## src/rtl/core/ptt_pkg.sv

```systemverilog
// Package for the periodic timer slot table: request and result types,
// opcodes, field widths and the control/report bundles between cells and sequencer.
// Depends on nothing.
`default_nettype none
package ptt_pkg;

  // Default number of timer slots in the table.
  localparam int unsigned NUM_SLOTS_DEF = 8;
  // Largest number of slots one service request reports.
  localparam int unsigned MAX_RES = 8;
  // Saturation value of a slot's pending count.
  localparam logic [7:0] PEND_MAX = 8'd255;

  localparam int unsigned PERIOD_W = 16;
  localparam int unsigned PEND_W   = 8;
  localparam int unsigned ID_W     = 3;
  localparam int unsigned TIME_W   = 32;

  // Request opcodes.
  localparam logic [1:0] OP_TICK    = 2'd0;
  localparam logic [1:0] OP_ADD     = 2'd1;
  localparam logic [1:0] OP_SERVICE = 2'd2;
  localparam logic [1:0] OP_READ    = 2'd3;

  typedef struct packed {
    logic [1:0]          opcode;
    logic [PERIOD_W-1:0] period;
  } req_t;

  typedef struct packed {
    logic [ID_W-1:0]   slot_id;
    logic              valid_res;
    logic [PEND_W-1:0] pending;
    logic [TIME_W-1:0] time_now;
    logic              last;
  } res_t;

  // Broadcast from the sequencer to every cell.
  typedef struct packed {
    logic                tick;
    logic                launch;
    logic                is_add;
    logic                is_svc;
    logic                stop;
    logic [PERIOD_W-1:0] period;
  } cmd_t;

  // Merged report of the cell that currently holds the token.
  typedef struct packed {
    logic              hit;
    logic [PEND_W-1:0] pend;
    logic              at_last;
  } rpt_t;

endpackage
`default_nettype wire

```

## src/rtl/core/ptt_cell.sv

```systemverilog
// One timer slot of the table: period, countdown, pending count and active flag,
// plus the token stage that walks requests along the row. Depends on ptt_pkg.
`default_nettype none
module ptt_cell (
  input  wire logic           clk,
  input  wire logic           rst,
  input  wire ptt_pkg::cmd_t  cmd,
  input  wire logic           tok_in,
  output logic                tok,
  output logic                hit,
  output logic [ptt_pkg::PEND_W-1:0] pend
);

  logic                           active;
  logic [ptt_pkg::PERIOD_W-1:0]   period;
  logic [ptt_pkg::PERIOD_W-1:0]   countdown;
  logic [ptt_pkg::PEND_W-1:0]     pending;
  logic                           claim;
  logic                           serve;

  // This cell claims itself for an add, or is reported by a service, only
  // while it holds the token.
  assign claim = tok & cmd.is_add & ~active;
  assign serve = tok & cmd.is_svc & active & (pending != '0);
  assign hit   = claim | serve;
  assign pend  = serve ? pending : '0;

  // Slot state and token stage.
  always_ff @(posedge clk) begin
    if (rst) begin
      tok       <= 1'b0;
      active    <= 1'b0;
      period    <= '0;
      countdown <= '0;
      pending   <= '0;
    end else begin
      tok <= tok_in;
      if (cmd.tick) begin
        if (countdown != '0) begin
          countdown <= countdown - 1'b1;
        end else begin
          countdown <= period;
          if (pending != ptt_pkg::PEND_MAX) begin
            pending <= pending + 1'b1;
          end
        end
      end else if (claim) begin
        active    <= 1'b1;
        period    <= cmd.period;
        countdown <= cmd.period;
        pending   <= '0;
      end else if (serve) begin
        pending <= '0;
      end
    end
  end

endmodule
`default_nettype wire

```

## src/rtl/core/ptt_seq.sv

```systemverilog
// Sequencer of the timer table: takes requests, drives the cell row, keeps the
// tick counter and registers each result. Depends on ptt_pkg.
`default_nettype none
module ptt_seq #(
  parameter int unsigned NUM_SLOTS = ptt_pkg::NUM_SLOTS_DEF
) (
  input  wire logic          clk,
  input  wire logic          rst,
  input  wire logic          start,
  input  wire ptt_pkg::req_t req,
  output logic               busy,
  output logic               done,
  output ptt_pkg::res_t      res,
  output ptt_pkg::cmd_t      cmd,
  input  wire ptt_pkg::rpt_t rpt
);

  localparam int unsigned IDX_W = (NUM_SLOTS > 1) ? $clog2(NUM_SLOTS) : 1;
  localparam int unsigned CNT_W = $clog2(ptt_pkg::MAX_RES + 1);
  localparam logic [CNT_W-1:0] CNT_STOP = CNT_W'(ptt_pkg::MAX_RES - 1);

  typedef enum logic [1:0] {
    S_IDLE,
    S_SWEEP,
    S_FLUSH
  } state_t;

  state_t                          state;
  logic                            is_add;
  logic                            is_svc;
  logic [ptt_pkg::PERIOD_W-1:0]    period;
  logic [IDX_W-1:0]                pos;
  logic [CNT_W-1:0]                cnt;
  logic                            buf_valid;
  logic [ptt_pkg::ID_W-1:0]        buf_id;
  logic [ptt_pkg::PEND_W-1:0]      buf_pend;
  logic [ptt_pkg::TIME_W-1:0]      tick_time;
  logic                            accept;
  logic                            sweeping;
  logic [IDX_W+ptt_pkg::ID_W-1:0]  pos_ext;
  logic [ptt_pkg::ID_W-1:0]        cur_id;

  assign busy     = (state != S_IDLE);
  assign accept   = start & ~busy;
  assign sweeping = (state == S_SWEEP);
  assign pos_ext  = {{ptt_pkg::ID_W{1'b0}}, pos};
  assign cur_id   = pos_ext[ptt_pkg::ID_W-1:0];

  // Broadcast to the cells. The token is halted as soon as an add has found
  // its slot or a service has reached its result limit.
  always_comb begin
    cmd.tick   = accept & (req.opcode == ptt_pkg::OP_TICK);
    cmd.launch = accept & ((req.opcode == ptt_pkg::OP_ADD) |
                           (req.opcode == ptt_pkg::OP_SERVICE));
    cmd.is_add = sweeping & is_add;
    cmd.is_svc = sweeping & is_svc;
    cmd.stop   = sweeping & rpt.hit & (is_add | (cnt == CNT_STOP));
    cmd.period = period;
  end

  // Control state, tick counter and the registered result.
  always_ff @(posedge clk) begin
    if (rst) begin
      state     <= S_IDLE;
      is_add    <= 1'b0;
      is_svc    <= 1'b0;
      pos       <= '0;
      cnt       <= '0;
      buf_valid <= 1'b0;
      tick_time <= '0;
      done      <= 1'b0;
    end else begin
      done <= 1'b0;
      case (state)
        S_IDLE: begin
          if (accept) begin
            case (req.opcode)
              ptt_pkg::OP_TICK: begin
                tick_time <= tick_time + 1'b1;
              end
              ptt_pkg::OP_READ: begin
                done <= 1'b1;
                res  <= '{slot_id: '0, valid_res: 1'b0, pending: '0,
                          time_now: tick_time, last: 1'b1};
              end
              default: begin
                state     <= S_SWEEP;
                is_add    <= (req.opcode == ptt_pkg::OP_ADD);
                is_svc    <= (req.opcode == ptt_pkg::OP_SERVICE);
                period    <= req.period;
                pos       <= '0;
                cnt       <= '0;
                buf_valid <= 1'b0;
              end
            endcase
          end
        end
        S_SWEEP: begin
          pos <= pos + 1'b1;
          if (is_add) begin
            if (rpt.hit) begin
              done  <= 1'b1;
              res   <= '{slot_id: cur_id, valid_res: 1'b1, pending: '0,
                         time_now: '0, last: 1'b1};
              state <= S_IDLE;
            end else if (rpt.at_last) begin
              state <= S_FLUSH;
            end
          end else begin
            // A service holds each found slot back one step so that the
            // final one can be marked last.
            if (rpt.hit) begin
              if (buf_valid) begin
                done <= 1'b1;
                res  <= '{slot_id: buf_id, valid_res: 1'b1, pending: buf_pend,
                          time_now: '0, last: 1'b0};
              end
              buf_valid <= 1'b1;
              buf_id    <= cur_id;
              buf_pend  <= rpt.pend;
              cnt       <= cnt + 1'b1;
            end
            if (rpt.at_last || (rpt.hit && (cnt == CNT_STOP))) begin
              state <= S_FLUSH;
            end
          end
        end
        S_FLUSH: begin
          done  <= 1'b1;
          state <= S_IDLE;
          if (buf_valid) begin
            res <= '{slot_id: buf_id, valid_res: 1'b1, pending: buf_pend,
                     time_now: '0, last: 1'b1};
          end else begin
            res <= '{slot_id: '0, valid_res: 1'b0, pending: '0,
                     time_now: '0, last: 1'b1};
          end
        end
        default: begin
          state <= S_IDLE;
        end
      endcase
    end
  end

endmodule
`default_nettype wire

```

## src/rtl/core/periodic_task_timer_table_unit.sv

```systemverilog
// Top level of the periodic timer slot table: the sequencer and a row of
// slot cells linked by a token. Depends on ptt_pkg, ptt_seq and ptt_cell.
//
//   Channel   Ports                  Handshake
//   request   start, busy, req       taken at a clock edge with start high, busy low
//   result    done, res              each result marked by a one-cycle done strobe
//
// A tick takes effect at the edge that takes it and gives no result; busy stays low.
// A read time gives its result in the next cycle; busy stays low.
// An add or a service walks a token along the cell row, one slot per cycle, and busy
// is high until its last result. A service gives one result per slot found, at most
// eight, the last one flagged, or a single result with valid_res low if it finds none.
// Reset clears every slot and the tick counter; results cannot stall.
`default_nettype none
module periodic_task_timer_table_unit #(
  parameter int unsigned NUM_SLOTS = ptt_pkg::NUM_SLOTS_DEF
) (
  input  wire logic          clk,
  input  wire logic          rst,
  input  wire logic          start,
  input  wire ptt_pkg::req_t req,
  output logic               busy,
  output logic               done,
  output ptt_pkg::res_t      res
);

  ptt_pkg::cmd_t                     cmd;
  ptt_pkg::rpt_t                     rpt;
  logic [NUM_SLOTS-1:0]              tok;
  logic [NUM_SLOTS-1:0]              tok_in;
  logic [NUM_SLOTS-1:0]              hit;
  logic [ptt_pkg::PEND_W-1:0]        pend [NUM_SLOTS];

  ptt_seq #(
    .NUM_SLOTS (NUM_SLOTS)
  ) u_seq (
    .clk   (clk),
    .rst   (rst),
    .start (start),
    .req   (req),
    .busy  (busy),
    .done  (done),
    .res   (res),
    .cmd   (cmd),
    .rpt   (rpt)
  );

  // The token enters the first cell on launch and moves one cell per cycle
  // until the sequencer halts it.
  genvar g;
  generate
    for (g = 0; g < NUM_SLOTS; g++) begin : g_cell
      if (g == 0) begin : g_head
        assign tok_in[g] = cmd.launch;
      end else begin : g_link
        assign tok_in[g] = tok[g-1] & ~cmd.stop;
      end
      ptt_cell u_cell (
        .clk    (clk),
        .rst    (rst),
        .cmd    (cmd),
        .tok_in (tok_in[g]),
        .tok    (tok[g]),
        .hit    (hit[g]),
        .pend   (pend[g])
      );
    end
  endgenerate

  // Only the token holder drives its report, so the reports merge by OR.
  always_comb begin
    rpt.hit     = |hit;
    rpt.pend    = '0;
    rpt.at_last = tok[NUM_SLOTS-1];
    for (int i = 0; i < NUM_SLOTS; i++) begin
      rpt.pend = rpt.pend | pend[i];
    end
  end

endmodule
`default_nettype wire
```

## config.mk

```make
export PLATFORM = sky130hd
export DESIGN_NAME = periodic_task_timer_table_unit
export DESIGN_NICKNAME = d
export VERILOG_FILES = /design/src/rtl/core/ptt_pkg.sv /design/src/rtl/core/ptt_cell.sv /design/src/rtl/core/ptt_seq.sv /design/src/rtl/core/periodic_task_timer_table_unit.sv
export SDC_FILE = /design/constraint.sdc
export NUM_CORES = 1
export LEC_CHECK = 0
export BUFFER_PORTS_ARGS = -buffer_cell sky130_fd_sc_hd__buf_4
export CORE_MARGIN = 3
export CORE_UTILIZATION = 30
export CTS_CLUSTER_SIZE = 10
export DETAILED_ROUTE_END_ITERATION = 7
export SLEW_MARGIN = 10
export SYNTH_ARGS = -nofsm -noshare
export SYNTH_HDL_FRONTEND = slang
export SYNTH_SLANG_ARGS = --single-unit
```

## constraint.sdc

```tcl
create_clock -name clk -period 20.3 [get_ports clk]
set_input_delay 3.045 -clock clk [delete_from_list [all_inputs] [get_ports clk]]
set_output_delay 3.045 -clock clk [all_outputs]
set_load 0.01 [all_outputs]
```

==> out/results.txt <==
The flow ran to the end, and the final reports show no timing, DRC or antenna violations. The reported leakage power was 9.004 nW; the signal arrival time at the worst endpoint was 6130 ps. After clock tree synthesis, the clock-pin slew on the worst setup and hold paths is 50 ps.

The net count of the finished layout is 2878. The wire-length estimate of the detail-placed layout is 41.09 mm. The synthesized design spends more area on one cell type than any other, namely dfxtp_1. The number of slew-limit violations in the final report is 0. STA classifies the critical path endpoint as a register. The run gives 0 as the initial antenna violation count. Data on the critical path is required at its endpoint by 20730 ps. Entering global routing, the biggest net connects 111 pins. In this run the worst hold path is classified as reg -> reg.

In this run, post-CTS repair resized a total of 0 instances. Counting both buffers and inverters, the worst setup path holds a total of 4. For the synthesized cell area, the log shows 22780 um2. The tools report the tightest slew margin relative to the limit as 0.2062. During placement, the flow inserted port buffers numbering 67. The die extent in x was 281.5 um; the power density normalized to cell area was 104.7 nW/um2. The repair_antennas step left the layout with diodes totalling 0. Count of endpoints failing hold in the final timing report: 0. The Yosys step of the flow raised 0 warnings. The count of nets left with antenna violations after detail routing is 0, and the worst vdd rail ir drop is 68.37 uV. Across the routed clock network, the largest skew measured is 22.73 ps. The first detailed-routing pass took 5 iterations. The unique cell type count in the Yosys netlist was 83; the number of buffers added for setup after CTS was 0. After layout, the worst setup slack is 14600 ps.

The cell type group with the largest total delay on the critical path was buffers and inverters. The transition at the pin with the smallest max-transition slack is 1186 ps, and the detailed-route vias per instance is 5.213. The final critical-path required period came out at 5702 ps. The most common flop cell mapped by yosys is dfxtp_1. Routability-driven placement finished with a final weighted congestion of 0.8160. The fraction of registers with async set/reset was 0. Walking the worst path, the cells encountered are buf_4 > inv_1 > ha_1 > nand3_4 > buf_4 > buf_4 > nand2_1 > nand2_1 > a21oi_1. In this run the worst path has a maximum fanout of 60. Setup violations remaining at the end of the flow were counted as 0.

The most instantiated library cell after synthesis is nand2_1. OpenSTA, run right after detailed placement, puts the worst setup slack at 13970 ps. STA classifies the critical path startpoint as an input port. The number of H-tree branching levels came out at 2. Routed wirelength normalized by instance count: 17.21 um. For this block, the initial DRC count from the detailed router was 1463. Counting the fill cells in the layout gives 7832. The multiplexer fraction of the synthesized cell area was 0.01362; the detailed-route wire length was 65.60 mm. The total nets after synthesis was 2907.

TritonCTS built the clock tree. In this run, synthesis inferred 72 flip-flops with an integrated enable. The critical path's slowest cell is buf_4.

The share of the synthesized area in compound gates (AO/OA/AOI/OAI) came out at 0.1724. The setup check on the worst reg-to-reg path leaves a slack of 16280 ps. By count the netlist is led by nand2_1 (725), dfxtp_1 (381), a21oi_1 (261), nor2_1 (175), clkbuf_1 (163). The logs give 100 for the number of cell rows and 0.3044 for the initial core utilization. The fraction of synthesized cell area taken by the top area cell type is 0.3349. The via count of the first global-routing pass is 18160, and the share of the clock period used by the worst path is 0.2809. After clock tree synthesis, the flow added hold-fix buffers numbering 0. The run gives 68 as the I/O pin count. The cell occurring most often along the worst timing path was buf_4.

The synthesis-to-finish area growth was 12.29%. The basic-gate share of the synthesized area counting and, or, nand and nor cells works out to 0.2671. The main combinational cell family by area after synthesis was simple AND/OR/NAND/NOR gates. The run gives 79260 um2 as the die area.

The run gives 453 as the number of clock sinks. From bottom edge to top edge, the die measures 281.5 um. The fraction of final layout cells sized beyond drive strength 1 came out at 0.07671. After detailed routing, the number of remaining DRC violations is 0. The total global routing overflow was 0.

After synthesis, the cell types taking the most area are dfxtp_1 (33%), nand2_1 (12%), edfxtp_1 (9.5%). The longest clock path from root to sink contains 3 buffers. The startpoint-to-endpoint class of the critical path is in -> reg. Setup repair after global routing left no endpoint under its margin. The post-synthesis share of cell area spent on full adders, half adders and majority gates works out to 0.02362. The clock reaches the later pin of the worst-skew pair after 610 ps. The run gives 0 as the max capacitance violation total.

The global-route usage over all layers was 0.1611; the xor/xnor share of the synthesized area was 0.05114. The largest incremental delay on the critical path is 740 ps. The core region is 74820 um2. Averaged over all synthesized cells, the footprint is 8.012 um2. The first global-routing pass estimated 103.2 mm of wire.

The post-synthesis sequential area ratio is 0.4298, and the number of vias after detailed routing is 19870. The tools report the clock root buffer as clkbuf_16. The maximum operating frequency was 175.4 MHz; the total clock buffers created by CTS was 52. The number of synthesized register bits works out to 453. Total negative setup slack: 0 ps.

The number of cells produced by synthesis is 2843.
final cells by class:
class	instances	area, um2	area share
clock buffers	78	1429	0.05587
multi-input cells	2141	12080	0.4723
inverters	63	236.5	0.009246
flip-flops and latches	453	9789	0.3827
clock inverters	4	50.05	0.001957
well taps	969	1212	0.04740
repair buffers	103	780.7	0.03053
layer usage:
metal  vias up  global-route usage  part of all wire
met5         -                   0                 0
met4         0             0.04931             0.026
met3       104             0.02542             0.056
met2       497              0.2570              0.45
met1      9387              0.2240              0.47
li1       9877                   -                 -
report_power, final:
| group | leakage [nW] | internal (mW) | switching [mW] | total [mW] |
|---|---|---|---|---|
| logic | 4.54 | 0.287 | 0.506 | 0.793 |
| clock network | 0.715 | 0.481 | 0.374 | 0.855 |
| registers | 3.75 | 0.968 | 0.0618 | 1.03 |
| total | 9.00 | 1.74 | 0.941 | 2.68 |
logic make-up (layout without fill, tap and decap cells):
| logic type | Yosys count | count (layout) |
|---|---|---|
| and+or+nand+nor | 1317 | 1317 |
| AOI/OAI and AO/OA | 619 | 619 |
| DFF | 453 | 453 |
| buffers and inverters | 249 | 248 |
| xor gates and xnor gates | 133 | 133 |
| adders and majority gates | 43 | 43 |
| muxes | 29 | 29 |
registers in the layout, summed over array words and instances (netlist names), 4 cells and up:
register / flops
u_seq.period: 16
u_seq.tick_time: 32
u_seq.res: 45
g_cell.u_cell.active: 8
u_seq.cnt: 4
u_seq.buf_pend: 8
g_cell.u_cell.period: 128
g_cell.u_cell.tok: 8
g_cell.u_cell.countdown: 128
g_cell.u_cell.pending: 64
worst min-delay path: stages, from the launching register on:
cell	delay (ps)
dfxtp_1	300
nand2_1	50
a21oi_1	50
cell usage in the layout (no fill, tap or decap), types with 27 or more instances in the layout:
cell type / instances
nand2_1: 725
dfxtp_1: 381
a21oi_1: 261
nor2_1: 174
buf_4: 102
nand3_1: 76
edfxtp_1: 72
xnor2_1: 69
o21ai_0: 66
a211oi_1: 64
xor2_1: 64
inv_1: 63
o211ai_1: 60
and3_1: 55
clkbuf_16: 52
ha_1: 43
nor3_1: 39
nor2b_1: 37
nand4_1: 31
or3_1: 27
path summary, 6_finish.rpt:
| kind | start | end | cells after the start |
|---|---|---|---|
| worst min register to register | g_cell[5].u_cell.period[0] | g_cell[5].u_cell.period[0] | 2 |
| worst max register to register | u_seq.is_add | u_seq.res[32] | 7 |
| worst max-delay path | req[16] | g_cell[5].u_cell.period[15] | 9 |
| worst min-delay path | g_cell[5].u_cell.period[0] | g_cell[5].u_cell.period[0] | 2 |
metrics by stage:
step	power (mW)	instance area, um2	hold WS, ps	utilization	cells
2_1_floorplan	1.651	22780	431.2	-	2843
3_3_place_gp	1.832	24100	438.0	0.3221	3729
3_5_place_dp	1.837	24100	441.9	0.3221	3729
4_1_cts	2.700	25580	449.7	0.3418	3811
5_1_grt	2.848	25580	468.0	0.3418	3811
6_report	2.678	25580	449.8	0.3418	3811
Note: power is estimated with default switching activity, not from simulation.
